===== src/rwtm_pkg.sv =====
package rwtm_pkg;

    localparam int CfgAddrW = 3;
    localparam int CfgDataW = 24;

    // register indexes on the configuration port
    localparam logic [CfgAddrW-1:0] RegScreenW = 3'd0;
    localparam logic [CfgAddrW-1:0] RegScreenH = 3'd1;
    localparam logic [CfgAddrW-1:0] RegTexW    = 3'd2;
    localparam logic [CfgAddrW-1:0] RegTexH    = 3'd3;
    localparam logic [CfgAddrW-1:0] RegProj    = 3'd4;

    // wall face codes
    localparam logic [2:0] FaceSouth = 3'd0;
    localparam logic [2:0] FaceNorth = 3'd1;
    localparam logic [2:0] FaceEast  = 3'd2;
    localparam logic [2:0] FaceWest  = 3'd3;

    // sideband carried through the column divider
    typedef struct packed {
        logic [11:0] px;
        logic [11:0] y;
        logic [2:0]  face;
        logic [34:0] prod;
        logic [23:0] len;
    } t_cside;

    // sideband carried through the height divider
    typedef struct packed {
        logic [11:0] px;
        logic [11:0] y;
        logic [9:0]  col;
        logic        sat;
    } t_hside;

    // sideband carried through the row divider
    typedef struct packed {
        logic [11:0] px;
        logic [11:0] y;
        logic [9:0]  col;
        logic        in_span;
    } t_rside;

endpackage


===== src/rwtm_front.sv =====
module rwtm_front (
    input  logic                  i_clk,
    input  logic                  i_rst_n,
    input  logic                  i_en,
    input  logic                  i_valid,
    input  logic [11:0]           i_ray_index,
    input  logic [23:0]           i_ray_length,
    input  logic [15:0]           i_hit_x,
    input  logic [15:0]           i_hit_y,
    input  logic [2:0]            i_wall_face,
    input  logic [11:0]           i_screen_row,
    input  logic [12:0]           i_screen_width,
    input  logic [10:0]           i_tw,
    input  logic [23:0]           i_proj_dist,
    output logic                  o_valid,
    output logic [15:0]           o_coord,
    output rwtm_pkg::t_cside      o_side
);
    import rwtm_pkg::*;

    logic        r_vld;
    logic [15:0] r_coord;
    t_cside      r_side;
    logic [15:0] n_coord;
    t_cside      n_side;

    always_comb begin
        case (i_wall_face)
            FaceSouth, FaceNorth: n_coord = i_hit_x;
            FaceEast, FaceWest:   n_coord = i_hit_y;
            default:              n_coord = 16'd0;
        endcase
        n_side.px   = 12'(i_screen_width - {1'b0, i_ray_index} - 13'd1);
        n_side.y    = i_screen_row;
        n_side.face = i_wall_face;
        n_side.prod = 35'(i_tw) * 35'(i_proj_dist);
        n_side.len  = i_ray_length;
    end

    always_ff @(posedge i_clk) begin
        if (!i_rst_n) begin
            r_vld <= 1'b0;
        end else if (i_en) begin
            r_vld <= i_valid;
        end
    end

    always_ff @(posedge i_clk) begin
        if (i_en) begin
            r_coord <= n_coord;
            r_side  <= n_side;
        end
    end

    assign o_valid = r_vld;
    assign o_coord = r_coord;
    assign o_side  = r_side;

endmodule


===== config.mk =====
export PLATFORM = sky130hd
export DESIGN_NAME = rwtm_front
export DESIGN_NICKNAME = d
export VERILOG_FILES = /design/src/rwtm_pkg.sv /design/src/rwtm_front.sv
export SDC_FILE = /design/constraint.sdc
export NUM_CORES = 1
export LEC_CHECK = 0
export ABC_AREA = 1
export BUFFER_PORTS_ARGS = -buffer_cell sky130_fd_sc_hd__buf_2
export CORE_MARGIN = 2
export CORE_UTILIZATION = 58
export DETAILED_ROUTE_END_ITERATION = 7
export PLACE_DENSITY = 0.82
export SYNTH_ARGS = -nofsm -noshare
export SYNTH_HDL_FRONTEND = slang
export SYNTH_SLANG_ARGS = --single-unit

===== constraint.sdc =====
create_clock -name i_clk -period 6.03 [get_ports i_clk]
set_input_delay 0.3015 -clock i_clk [delete_from_list [all_inputs] [get_ports i_clk]]
set_output_delay 0.3015 -clock i_clk [all_outputs]
set_load 0.005 [all_outputs]

After elaboration in Yosys (flattened, before gate mapping):

Index checks and enable logic that the tools add are counted.

* bits in registers: 103
* input bits: 135
* output and inout bits: 103
* word-level logic and storage cells: 17

* add/sub/neg operators: 2
* multipliers: 1
* eq/ne operators: 3
* muxes and demuxes: 1
* reductions and logical operators: 3

Operators with widths (number)
* multiplier 11 x 24 -> 35 bit: 1
* one-hot mux 16 bit (2 select lines): 1
* subtractor 12 x 1 -> 12 bit, second input constant: 1
* subtractor 12 bit: 1
* equality test 3 x 2 -> 1 bit, second input constant: 2
* OR reduction 2 bit: 2
* equality test 3 x 1 -> 1 bit, second input constant: 1
* zero test 3 bit: 1

Logic depth before layout (Yosys ltp):

* depth in word-level cells: 3
* mapped depth: 23
* gate-level depth less buffers: 22

Least setup slack after synthesis:

Ideal clock, no wire load.

* kind: input-to-reg
* start: input i_proj_dist[23]
* end: register r_side (netlist bit o_side[54]) (data pin)
* setup time: 0.252 ns
* arrival: 4.353 ns
* data required time: 5.778 ns
* slack: 1.424 ns
* stages: 20
* path buffers: 1
* cells stage by stage: clkbuf_1 > nand2_1 > fa_1 > inv_1 > fa_1 > inv_1 > fa_1 > inv_1 > fa_1 > inv_1 > fa_1 > inv_1 > ha_1 > nand2_1 > nor2_1 > inv_1 > nor3_1 > nand2_1 > nand3_1 > nand2_1

RTL lines
* start: declaration: RTL line rwtm_front.sv:14 `input logic [23:0] i_proj_dist,`
* end signal: assignment: RTL line rwtm_front.sv:51 `r_side <= n_side;`
* end: declaration: RTL line rwtm_front.sv:23 `t_cside r_side;`

==> impl_metrics.yaml <==
outcome:
  status: "finished, final reports clean"
detailed_routing:
  wirelength_mm: 32.9
  routedWlPerCell_um: 15.8
  avgViaCountPerCell: 5.11
  dr.pass1.iters: 5
  drt_iter0_markers: 758
  post-route-drc-count: 0
  vias: 10600
  ant_nets: 0
critical_path:
  cp.required_ns: 6.14
  r2r-start: "o_valid"
  startpoint_type: "primary input"
  cp_slowest_stage_delay_ns: 0.61
  crit_buf_inv: 5
  worstReg2RegEnd: "o_valid"
  reg2reg_setup_slack_ns: 5.34
  crit_slowest_cell: "fa_1"
  cp-end-kind: "flop"
  cp_max_fo: 24
  reg2regPathDepth: 2
  critPathMostFrequentCell: "nand2_1"
  arrival_ns: 4.92
  crit_type: "primary input to flop"
  path_cells: "buf_2 -> nand2_1 -> fa_1 -> inv_1 -> fa_1 -> fa_1 -> fa_1 -> inv_1 -> fa_1 -> inv_1 -> ha_1 -> nand2_1 -> inv_1 -> nand2_1 -> nand2_1 -> a21oi_1 -> nand2_2 -> nand2_1 -> nand2_1 -> nand2_1 -> nand2_1"
  cp_top_family: "adder cells"
power_and_ir_drop:
  leakagePower_nw: 8.55
  power_density_nw_per_um2: 523
  ir_worst_vdd_mv: 0.331
layout:
  drive_above_1_share_pct: 14.5
  stdcell_area_um2: 14700
  fin_util_pct: 66.9
  nNetsFinal: 2214
  synthToLayoutAreaGrowth_pct: 12.8
timing:
  hold_viol: 0
  fin_crit_ns: 4.81
  finalMaxSlewViolations: 0
  fin_tns_setup_ns: 0
  tightest_slew_ns: 0.716
  period_share_pct: 79.8
  maxSlewHeadroom_pct: 52.3
  skew_ns: 0
  rsz0062_at_grt: "no"
  finalSetupViolations: 0
  fmax_mhz: 208
global_route:
  grt_overflow_total: 0
  antenna_found_initial: 1
  grt_max_degree: 55
  grt_pass1_vias: 11300
  grtUsageTotal_pct: 28.7
  grt_pass1_wl_mm: 54.3
cts:
  htree_num_levels: 3
  cts_tree: "done"
  cts_sinks: 103
  clk_pin_slew_ns: 0.08
  cts_resized: 0
  numCtsBuffers: 9
  cts_hold_buf: 0
  clockBufferDepth: 2
  insertion_delay_ns: 0.34
  cts_setup_buffers: 0
  clock-root-buffer: "clkbuf_16"
synth:
  synth_most_common_cell: "nand2_1"
  ys_top_cells_by_area: "fa_1, edfxtp_1, nand2_1, inv_1, ha_1"
  synth_cell_types: 25
  ys_ff_latch: 103
  synth_top_area_share_pct: 30.5
  synth_cells: 1600
  syn-num-nets: 2017
  async_flop_share_pct: 0
  syn_avg_cell_area_um2: 8.12
  synth-edff-count: 102
  synth_flop_cell: "edfxtp_1"
  synth_seq_area_share_pct: 23.7
  yosysTopAreaCell: "fa_1"
  synth_common_cells: "nand2_1, inv_1, fa_1, edfxtp_1, ha_1"
  synthesis.area_um2: 13000
  synth_warnings: 0
die:
  initial_core_util_pct: 59.4
  die_x_um: 154
  io_pins: 238
  rows: 54
  coreArea_um2: 21900
  die_h_um: 154
  die_area_um2: 23600
hold_path:
  hold_depth: 1
  whs_endpoint: "o_side[9]"
  worstHoldStart: "i_ray_length[9]"
  hp-class: "primary input to flop"
placed_design:
  hpwl_mm: 27.1
  placed_area_um2: 14300
  port_buffers: 236
  place_congestion: 0.936
job:
  max-cap-violations: 0
cell type report:
class	count	area [um^2]
Multi-Input combinational cell	998	8030
Tap cell	280	350
Sequential cell	103	3080
Clock buffer	9	225
Fill cell	1804	7240
Clock inverter	7	86.3
Timing Repair Buffer	237	1190
Antenna cell	1	2.50
Inverter	448	1680
power breakdown:
group	switching [W]	total, W	internal [W]
Combinational	0.00374	0.00584	0.00209
Sequential	0.0000420	0.00123	0.00118
Clock	0.000299	0.000597	0.000298
Total	0.00408	0.00766	0.00358
metal layers:
layer | share of wire [%] | GRT usage (%) | vias up
met5 | 0 | 0 | -
met4 | 3.2 | 10.3 | 0
met3 | 6.9 | 3.92 | 78
met2 | 52 | 52.1 | 464
met1 | 38 | 34.9 | 5068
li1 | - | - | 5031
worst reg2reg max path, cell delays in order, from the launching register on:
cell and delay [ns]:
dfxtp_1 0.32, o21ai_0 0.17, a21oi_1 0.06
how the worst max path moves through the flow:
stage / slack [ns] / endpoint / depth (start not counted) / startpoint
5_1_grt: 0.95 / o_side[43] / 18 / i_tw[5]
2_1_floorplan: 1.42 / o_side[54] / 20 / i_proj_dist[23]
3_3_place_gp: 1.01 / o_side[54] / 20 / i_tw[2]
6_report: 1.22 / o_side[50] / 21 / i_tw[5]
3_5_place_dp: 0.93 / o_side[54] / 20 / i_tw[2]
4_1_cts: 1.28 / o_side[50] / 21 / i_tw[5]
cells by family after synthesis:
| group | after synthesis | synth area share (%) |
|---|---|---|
| AND/OR/NAND/NOR | 632 | 19.1 |
| buffers and inverters | 499 | 14.4 |
| flip-flops | 103 | 23.7 |
| AO/OA/AOI/OAI | 58 | 2.36 |
| adder cells (fa/ha/maj) | 282 | 38.6 |
| XOR/XNOR | 26 | 1.75 |
placed cells by master, fill, tap and decap left out:
master and count:
nand2_1 513, inv_1 448, buf_2 235, fa_1 198, edfxtp_1 102, ha_1 84, nand3_1 50, nor2_1 49
a21oi_1 30, xor2_1 22, o21ai_0 21, clkbuf_16 9, nand2_2 6, nand4_1 6, xnor2_1 4, o21bai_1 3
clkinv_4 3, nor2_2 2, nor3_1 2, and2_1 2, a21o_1 2, clkinv_8 2, buf_4 2, diode_2 1
or2_4 1, a211oi_1 1, a31oi_1 1, or2_1 1, inv_8 1, inv_12 1, dfxtp_1 1
stage by stage:
stage          hold slack, ns  worst slack, ns  std cells  total power (W)
2_1_floorplan           0.395             1.42       1600          0.00546
3_3_place_gp            0.479             1.01       2066          0.00683
3_5_place_dp            0.480            0.929       2066          0.00698
4_1_cts                 0.118             1.28       2082          0.00760
5_1_grt                 0.110            0.946       2083          0.00861
6_report                0.124             1.22       2083          0.00766
registers in the layout, indices dropped and copies added (netlist names):
register / count
o_coord: 16
o_valid: 1
o_side: 86
(Power assumes the default switching activity.)
