`config.mk`:
```
export PLATFORM = sky130hd
export DESIGN_NAME = rwtm_divpipe
export DESIGN_NICKNAME = d
export VERILOG_FILES = /design/src/rwtm_divpipe.sv
export SDC_FILE = /design/constraint.sdc
export NUM_CORES = 2
export LEC_CHECK = 0
export BUFFER_PORTS_ARGS = -buffer_cell sky130_fd_sc_hd__buf_2
export CAP_MARGIN = 10
export CORE_ASPECT_RATIO = 2
export CORE_MARGIN = 4
export CORE_UTILIZATION = 50
export DETAILED_ROUTE_END_ITERATION = 8
export PLACE_DENSITY = 0.66
export SLEW_MARGIN = 40
export SYNTH_ARGS = -nofsm -noshare
export SYNTH_HDL_FRONTEND = slang
export SYNTH_SLANG_ARGS = --single-unit
```
`constraint.sdc`:
```
create_clock -name i_clk -period 3.8 [get_ports i_clk]
set_clock_uncertainty 0.1 [all_clocks]
set_input_delay 0.19 -clock i_clk [delete_from_list [all_inputs] [get_ports i_clk]]
set_output_delay 0.19 -clock i_clk [all_outputs]
set_load 0.02 [all_outputs]
```
`src/rwtm_divpipe.sv`:
```
module rwtm_divpipe #(
    parameter int DW = 24,
    parameter int QW = 32,
    parameter int SW = 8
) (
    input  logic             i_clk,
    input  logic             i_rst_n,
    input  logic             i_en,
    input  logic             i_valid,
    input  logic [DW+QW-1:0] i_num,
    input  logic [DW-1:0]    i_den,
    input  logic [SW-1:0]    i_side,
    output logic             o_valid,
    output logic [QW-1:0]    o_quo,
    output logic [DW-1:0]    o_rem,
    output logic [SW-1:0]    o_side
);
    // restoring division, one quotient bit per stage
    // the upper DW bits of i_num must be below i_den

    logic [DW-1:0] r_rem  [0:QW-1];
    logic [QW-1:0] r_lq   [0:QW-1];
    logic [DW-1:0] r_den  [0:QW-1];
    logic [SW-1:0] r_side [0:QW-1];
    logic          r_vld  [0:QW-1];

    for (genvar k = 0; k < QW; k++) begin : g_step
        logic [DW-1:0] c_rem;
        logic [QW-1:0] c_lq;
        logic [DW-1:0] c_den;
        logic [SW-1:0] c_side;
        logic          c_vld;
        logic [DW:0]   c_t;
        logic          c_ge;

        if (k == 0) begin : g_first
            assign c_rem  = i_num[DW+QW-1:QW];
            assign c_lq   = i_num[QW-1:0];
            assign c_den  = i_den;
            assign c_side = i_side;
            assign c_vld  = i_valid;
        end else begin : g_next
            assign c_rem  = r_rem[k-1];
            assign c_lq   = r_lq[k-1];
            assign c_den  = r_den[k-1];
            assign c_side = r_side[k-1];
            assign c_vld  = r_vld[k-1];
        end

        assign c_t  = {c_rem, c_lq[QW-1]};
        assign c_ge = (c_t >= {1'b0, c_den});

        always_ff @(posedge i_clk) begin
            if (!i_rst_n) begin
                r_vld[k] <= 1'b0;
            end else if (i_en) begin
                r_vld[k] <= c_vld;
            end
        end

        always_ff @(posedge i_clk) begin
            if (i_en) begin
                r_rem[k]  <= c_ge ? DW'(c_t - {1'b0, c_den}) : c_t[DW-1:0];
                r_lq[k]   <= {c_lq[QW-2:0], c_ge};
                r_den[k]  <= c_den;
                r_side[k] <= c_side;
            end
        end
    end

    assign o_valid = r_vld[QW-1];
    assign o_quo   = r_lq[QW-1];
    assign o_rem   = r_rem[QW-1];
    assign o_side  = r_side[QW-1];

endmodule

```
### Yosys cells after proc, flatten, opt, wreduce, memory -nomap -nowiden

Memories as Yosys holds them, arrays and structs flattened.
Cells that the tools add are included.

| operators by class | value |
|---|---|
| $add $sub $neg | 32 |
| order comparisons | 32 |
| multiplexer cells | 69 |
| bitwise logic cells | 32 |

Operator list:

| operator | count |
|---|---|
| >= comparator 25 x 24 -> 1 bit | 32 |
| 2-to-1 mux 24 bit | 32 |
| subtractor 24 bit | 32 |
| 2-to-1 mux 1 bit | 37 |
| bitwise OR 1 bit | 32 |

| word-level totals | value |
|---|---|
| flip-flop bits (word level) | 0 |
| bits in writable memories | 2,848 |
| bits of input ports | 92 |
| output and inout port bits | 65 |
| logic and storage cells | 170 |
| memories kept | 5 |

Memories:

| memory | depth | bits a word | rd ports | clocked after memory_dff | wr ports | RTL line | source |
|---|---|---|---|---|---|---|---|
| r_lq | 32 | 32 | 32 | 0 | 32 | 22 | `logic [QW-1:0] r_lq [0:QW-1];` |
| r_den | 32 | 24 | 31 | 0 | 32 | 23 | `logic [DW-1:0] r_den [0:QW-1];` |
| r_rem | 32 | 24 | 32 | 0 | 32 | 21 | `logic [DW-1:0] r_rem [0:QW-1];` |
| r_side | 32 | 8 | 32 | 0 | 32 | 24 | `logic [SW-1:0] r_side [0:QW-1];` |
| r_vld | 32 | 1 | 32 | 0 | 32 | 25 | `logic r_vld [0:QW-1];` |

### Logic depth before layout (Yosys ltp)

| depth | value |
|---|---|
| depth after elaboration | 4 |
| mapped depth | 15 |
| depth with buffers taken out | 14 |

### Least setup slack after synthesis

OpenSTA, ideal clock, no wires.

| timing path | value |
|---|---|
| kind | register to register |
| from | mem r_den[25][1], in the netlist r_den[1][217] |
| to | mem r_rem[26][17], in the netlist r_rem[1][257], data pin |
| library setup time | 0.260 ns |
| data arrival time | 3.139 ns |
| data required time | 3.440 ns |
| setup slack | 0.301 ns |
| stages on the path, launching flop included | 15 |
| buffers on the path | 1 |
| clock period less this slack | 3.499 ns |
| path through | edfxtp_1 inv_1 ha_1 nor2b_1 o21a_1 o21ai_2 a211oi_1 o41ai_2 o21ai_2 nor3b_1 o31ai_1 nand2_1 a211oi_4 buf_6 mux2_2 |

RTL lines:

| what | RTL line |
|---|---|
| from (decl) | 23 |
| to (decl) | 21 |

==> run metrics <==
status=complete, but fails checks; failing checks=setup timing; xor-xnor portion of the synthesized cell area=0.0414; Remaining Overflow, GRT=0; Slew HR=0.389; FMAX=about 250 MHz; number of I/O pins=approximately 160; Yosys warnings=0; DRC Markers=0; root buffer cell=clkbuf_16; r2r endpoint=r_rem[1][24]; cell area after layout=roughly 0.16 sq mm; DR WL met3=9.97 mm; Async SR Flop Fraction=0; CTS clk-pin slew, worst paths=0.07 ns; highest routed layer=met5; Final WS setup=-0.194 ns; Mapped Area=0.131 sq mm; drt total wl=357 mm; maxcap violations=0; RSZ-0062 raised after global routing=true; clock buffer count from CTS=249; Critical R2R Launch=r_rem[1][0]; WP data arrival=4.69 ns; via/cell ratio=5.57; Crit Path Category=flip-flop to flip-flop; Post-DP Area=0.143 sq mm; slowest library cell on the worst path=o41a_1; post-layout min period=~4.0 ns; Worst Path Required=4.50 ns; first-pass GRT wire length=around 510 mm; final worst-path cycle share=1.05; Hold EP=r_rem[0][11]; dpl hpwl=251 mm; met2 routed WL=between 200 and 250 mm; synthesized area per cell=around 14 sq um; GRT Resource Usage Total=0.255; Die ar.=0.271 sq mm; mux contribution to synthesized area=0.0310; Synth cell types=slightly below 100; Placeable Area=0.261 sq mm; CP startpoint kind=flip-flop; Worst VDD drop=approximately 0.52 mV; endpoints failing setup=126; final hold viol count=0; Primary FF master, synth=edfxtp_1; CP max FO=5; vias in the first global route=90500; DRT antenna net count=0; post-synthesis net count=between 10000 and 15000; top cell types by occurrence after synthesis=edfxtp_1 (2823), inv_1 (989), ha_1 (768), a21oi_1 (701), nand2_1 (519); Worst Setup End Kind=flip-flop; top cell type's share of synthesized area=0.648; crit path cell chain=buf_6 -> ha_4 -> nor2b_4 -> o31a_1 -> o41a_1 -> a21o_4 -> nor4_4 -> o41ai_4 -> a31oi_4 -> o21ai_2 -> a211oi_4 -> buf_12 -> buf_6 -> buf_12 -> buf_16 -> mux2i_1; 1st-iter DRT viols=3888; Initial Util=0.502; worst slew pin tran=0.917 ns; port bufs=156; Hold Crit Class=input pin to flip-flop; register area share after synthesis=0.648; Rows=265; R2R depth=16; nets@finish=around 12000; PD cells=866 mW/mm^2; most common cell in the netlist=edfxtp_1; TritonCTS Sinks=about 2800; DR pass1 iterations=6; Leak=about 64 nW; initial antenna violation count=15; wire length on met1=80.9 mm; Fin Hold WS=0.0330 ns; hold depth=3; routability congestion estimate=0.988; DIE WIDTH=370 um; largest net degree at the start of global routing=154; CTS tree=done; hold_sp=i_num[42]; Slew Limit Fails=0; Mapped Cells=9679; setup_tns=-6.97 ns; fraction of layout cells with a size suffix above 1=0.217; post-DR wirelength/cell=23.9 um; max incr delay on CP=between 0.4 and 0.5 ns; #FFs+latches synth=approximately 2800; Adder-Cell Fraction of Synth Area=0.0783; r2r setup slk=-0.19 ns; DR vias=83200; CTS max path bufs=4; area leader, netlist=edfxtp_1; Compound-Gate Fraction of Synth Area=0.101; Post-synth EDFFs=2823; main area contributors after synthesis=edfxtp_1 (65%), ha_1 (7.3%), inv_1 (2.8%); Synth Area in Simple Gates=0.0666; H-Tree Depth=4; largest family of logic cells by synthesized area=compound AO/OA/AOI/OAI gates; area growth from synthesis to layout=21.8%; clk_lat worst skew=between 0.9 and 1 ns; Vert. Die Dim=732 um
[per-layer routing]
layer	track usage	vias up
met5	0	-
met4	0.335	2
met3	0.0322	1667
met2	0.521	2191
met1	0.152	40500
li1	-	38900
[cell type report]
type	count	area, sq um
clock inverters	146	1560
well taps	3471	4340
fillers	19700	101000
multi-input cells	5724	45100
inverters	990	3730
flip-flops and latches	2824	84800
clock buffers	303	6450
diodes	69	173
repair buffers	1425	13200
[where the power goes]
part	internal [mW]	total (mW)	leakage, nW	switching (mW)
Sequential	43.3	46.6	27.6	3.35
Combinational	30.2	65.7	32.5	35.5
Clock	14.1	25.6	3.90	11.5
[cells in the final DEF (no fill, tap or decap), types with 39 or more instances in the layout]
cell type,count
edfxtp_1,2823
inv_1,971
buf_4,896
ha_1,725
a21oi_1,650
nor2_1,481
nand2_1,476
xnor2_1,395
o21ai_0,379
a21o_1,314
clkbuf_16,261
mux2_2,254
xor2_1,221
dlygate4sd3_1,176
buf_2,155
nand3_1,120
nand2b_1,111
buf_12,100
o21a_1,97
nand4_1,96
nor2b_1,95
nor3_1,94
and3_1,84
o21ai_2,80
mux2_4,71
diode_2,69
o21bai_1,57
o21ai_1,54
clkbuf_1,53
a21oi_2,46
clkinv_2,46
a31oi_1,43
clkinv_1,39
[sequential cells by signal, summed over array words and instances, names as in the netlist]
name and flops:
r_den 744, r_rem 768, r_vld 32, r_lq 1024
r_side 256
[worst max-delay path by stage]
stage | slack, ns | end | cells after the start | from
2_1_floorplan | 0.30 | r_rem[1][257] | 14 | r_den[1][217]
3_3_place_gp | -0.82 | r_rem[1][358] | 17 | r_den[1][312]
3_5_place_dp | -0.86 | r_rem[1][358] | 17 | r_den[1][312]
4_1_cts | -0.25 | r_rem[1][28] | 15 | r_den[1][1]
5_1_grt | -0.22 | r_rem[1][30] | 17 | r_rem[1][0]
6_report | -0.19 | r_rem[1][24] | 16 | r_rem[1][0]
[repair_timing]
item,CTS,global route
pin swaps,196,195
buffers inserted,103,71
gates resized for setup,600,334
hold buffers,176,0
endpoints found under the setup margin,696,578
endpoints found under the hold margin,232,0
cloned,40,13
[cells by family (layout without fill, tap and decap cells)]
family          Yosys count  in the layout
compound gates         2123           2123
xor+xnor                618            618
fa+ha+maj               800            800
buf+inv                1131           2864
flops                  2824           2824
mux                     359            359
other cells               0             69
simple gates           1824           1824
[critical path: cells and delay by family (launching register included)]
kind	cells	cell delay, ns
fa+ha+maj	1	0.23
mux	1	0.18
simple gates	2	0.39
compound gates	7	1.78
buf+inv	5	0.72
flops	1	0.41
[per-stage QoR]
| step | total power, mW | setup slack, ns | util | instances |
|---|---|---|---|---|
| final | 138 | -0.194 | 0.612 | 15000 |
| after global routing | 144 | -0.221 | 0.612 | 14900 |
| after CTS | 135 | -0.254 | 0.603 | 14800 |
| after detailed placement | 102 | -0.858 | 0.549 | 14100 |
| after global placement | 99.9 | -0.824 | 0.549 | 14100 |
| after floorplan | 80.2 | 0.301 | - | 9679 |
Note: power is estimated with default switching activity, not from simulation.
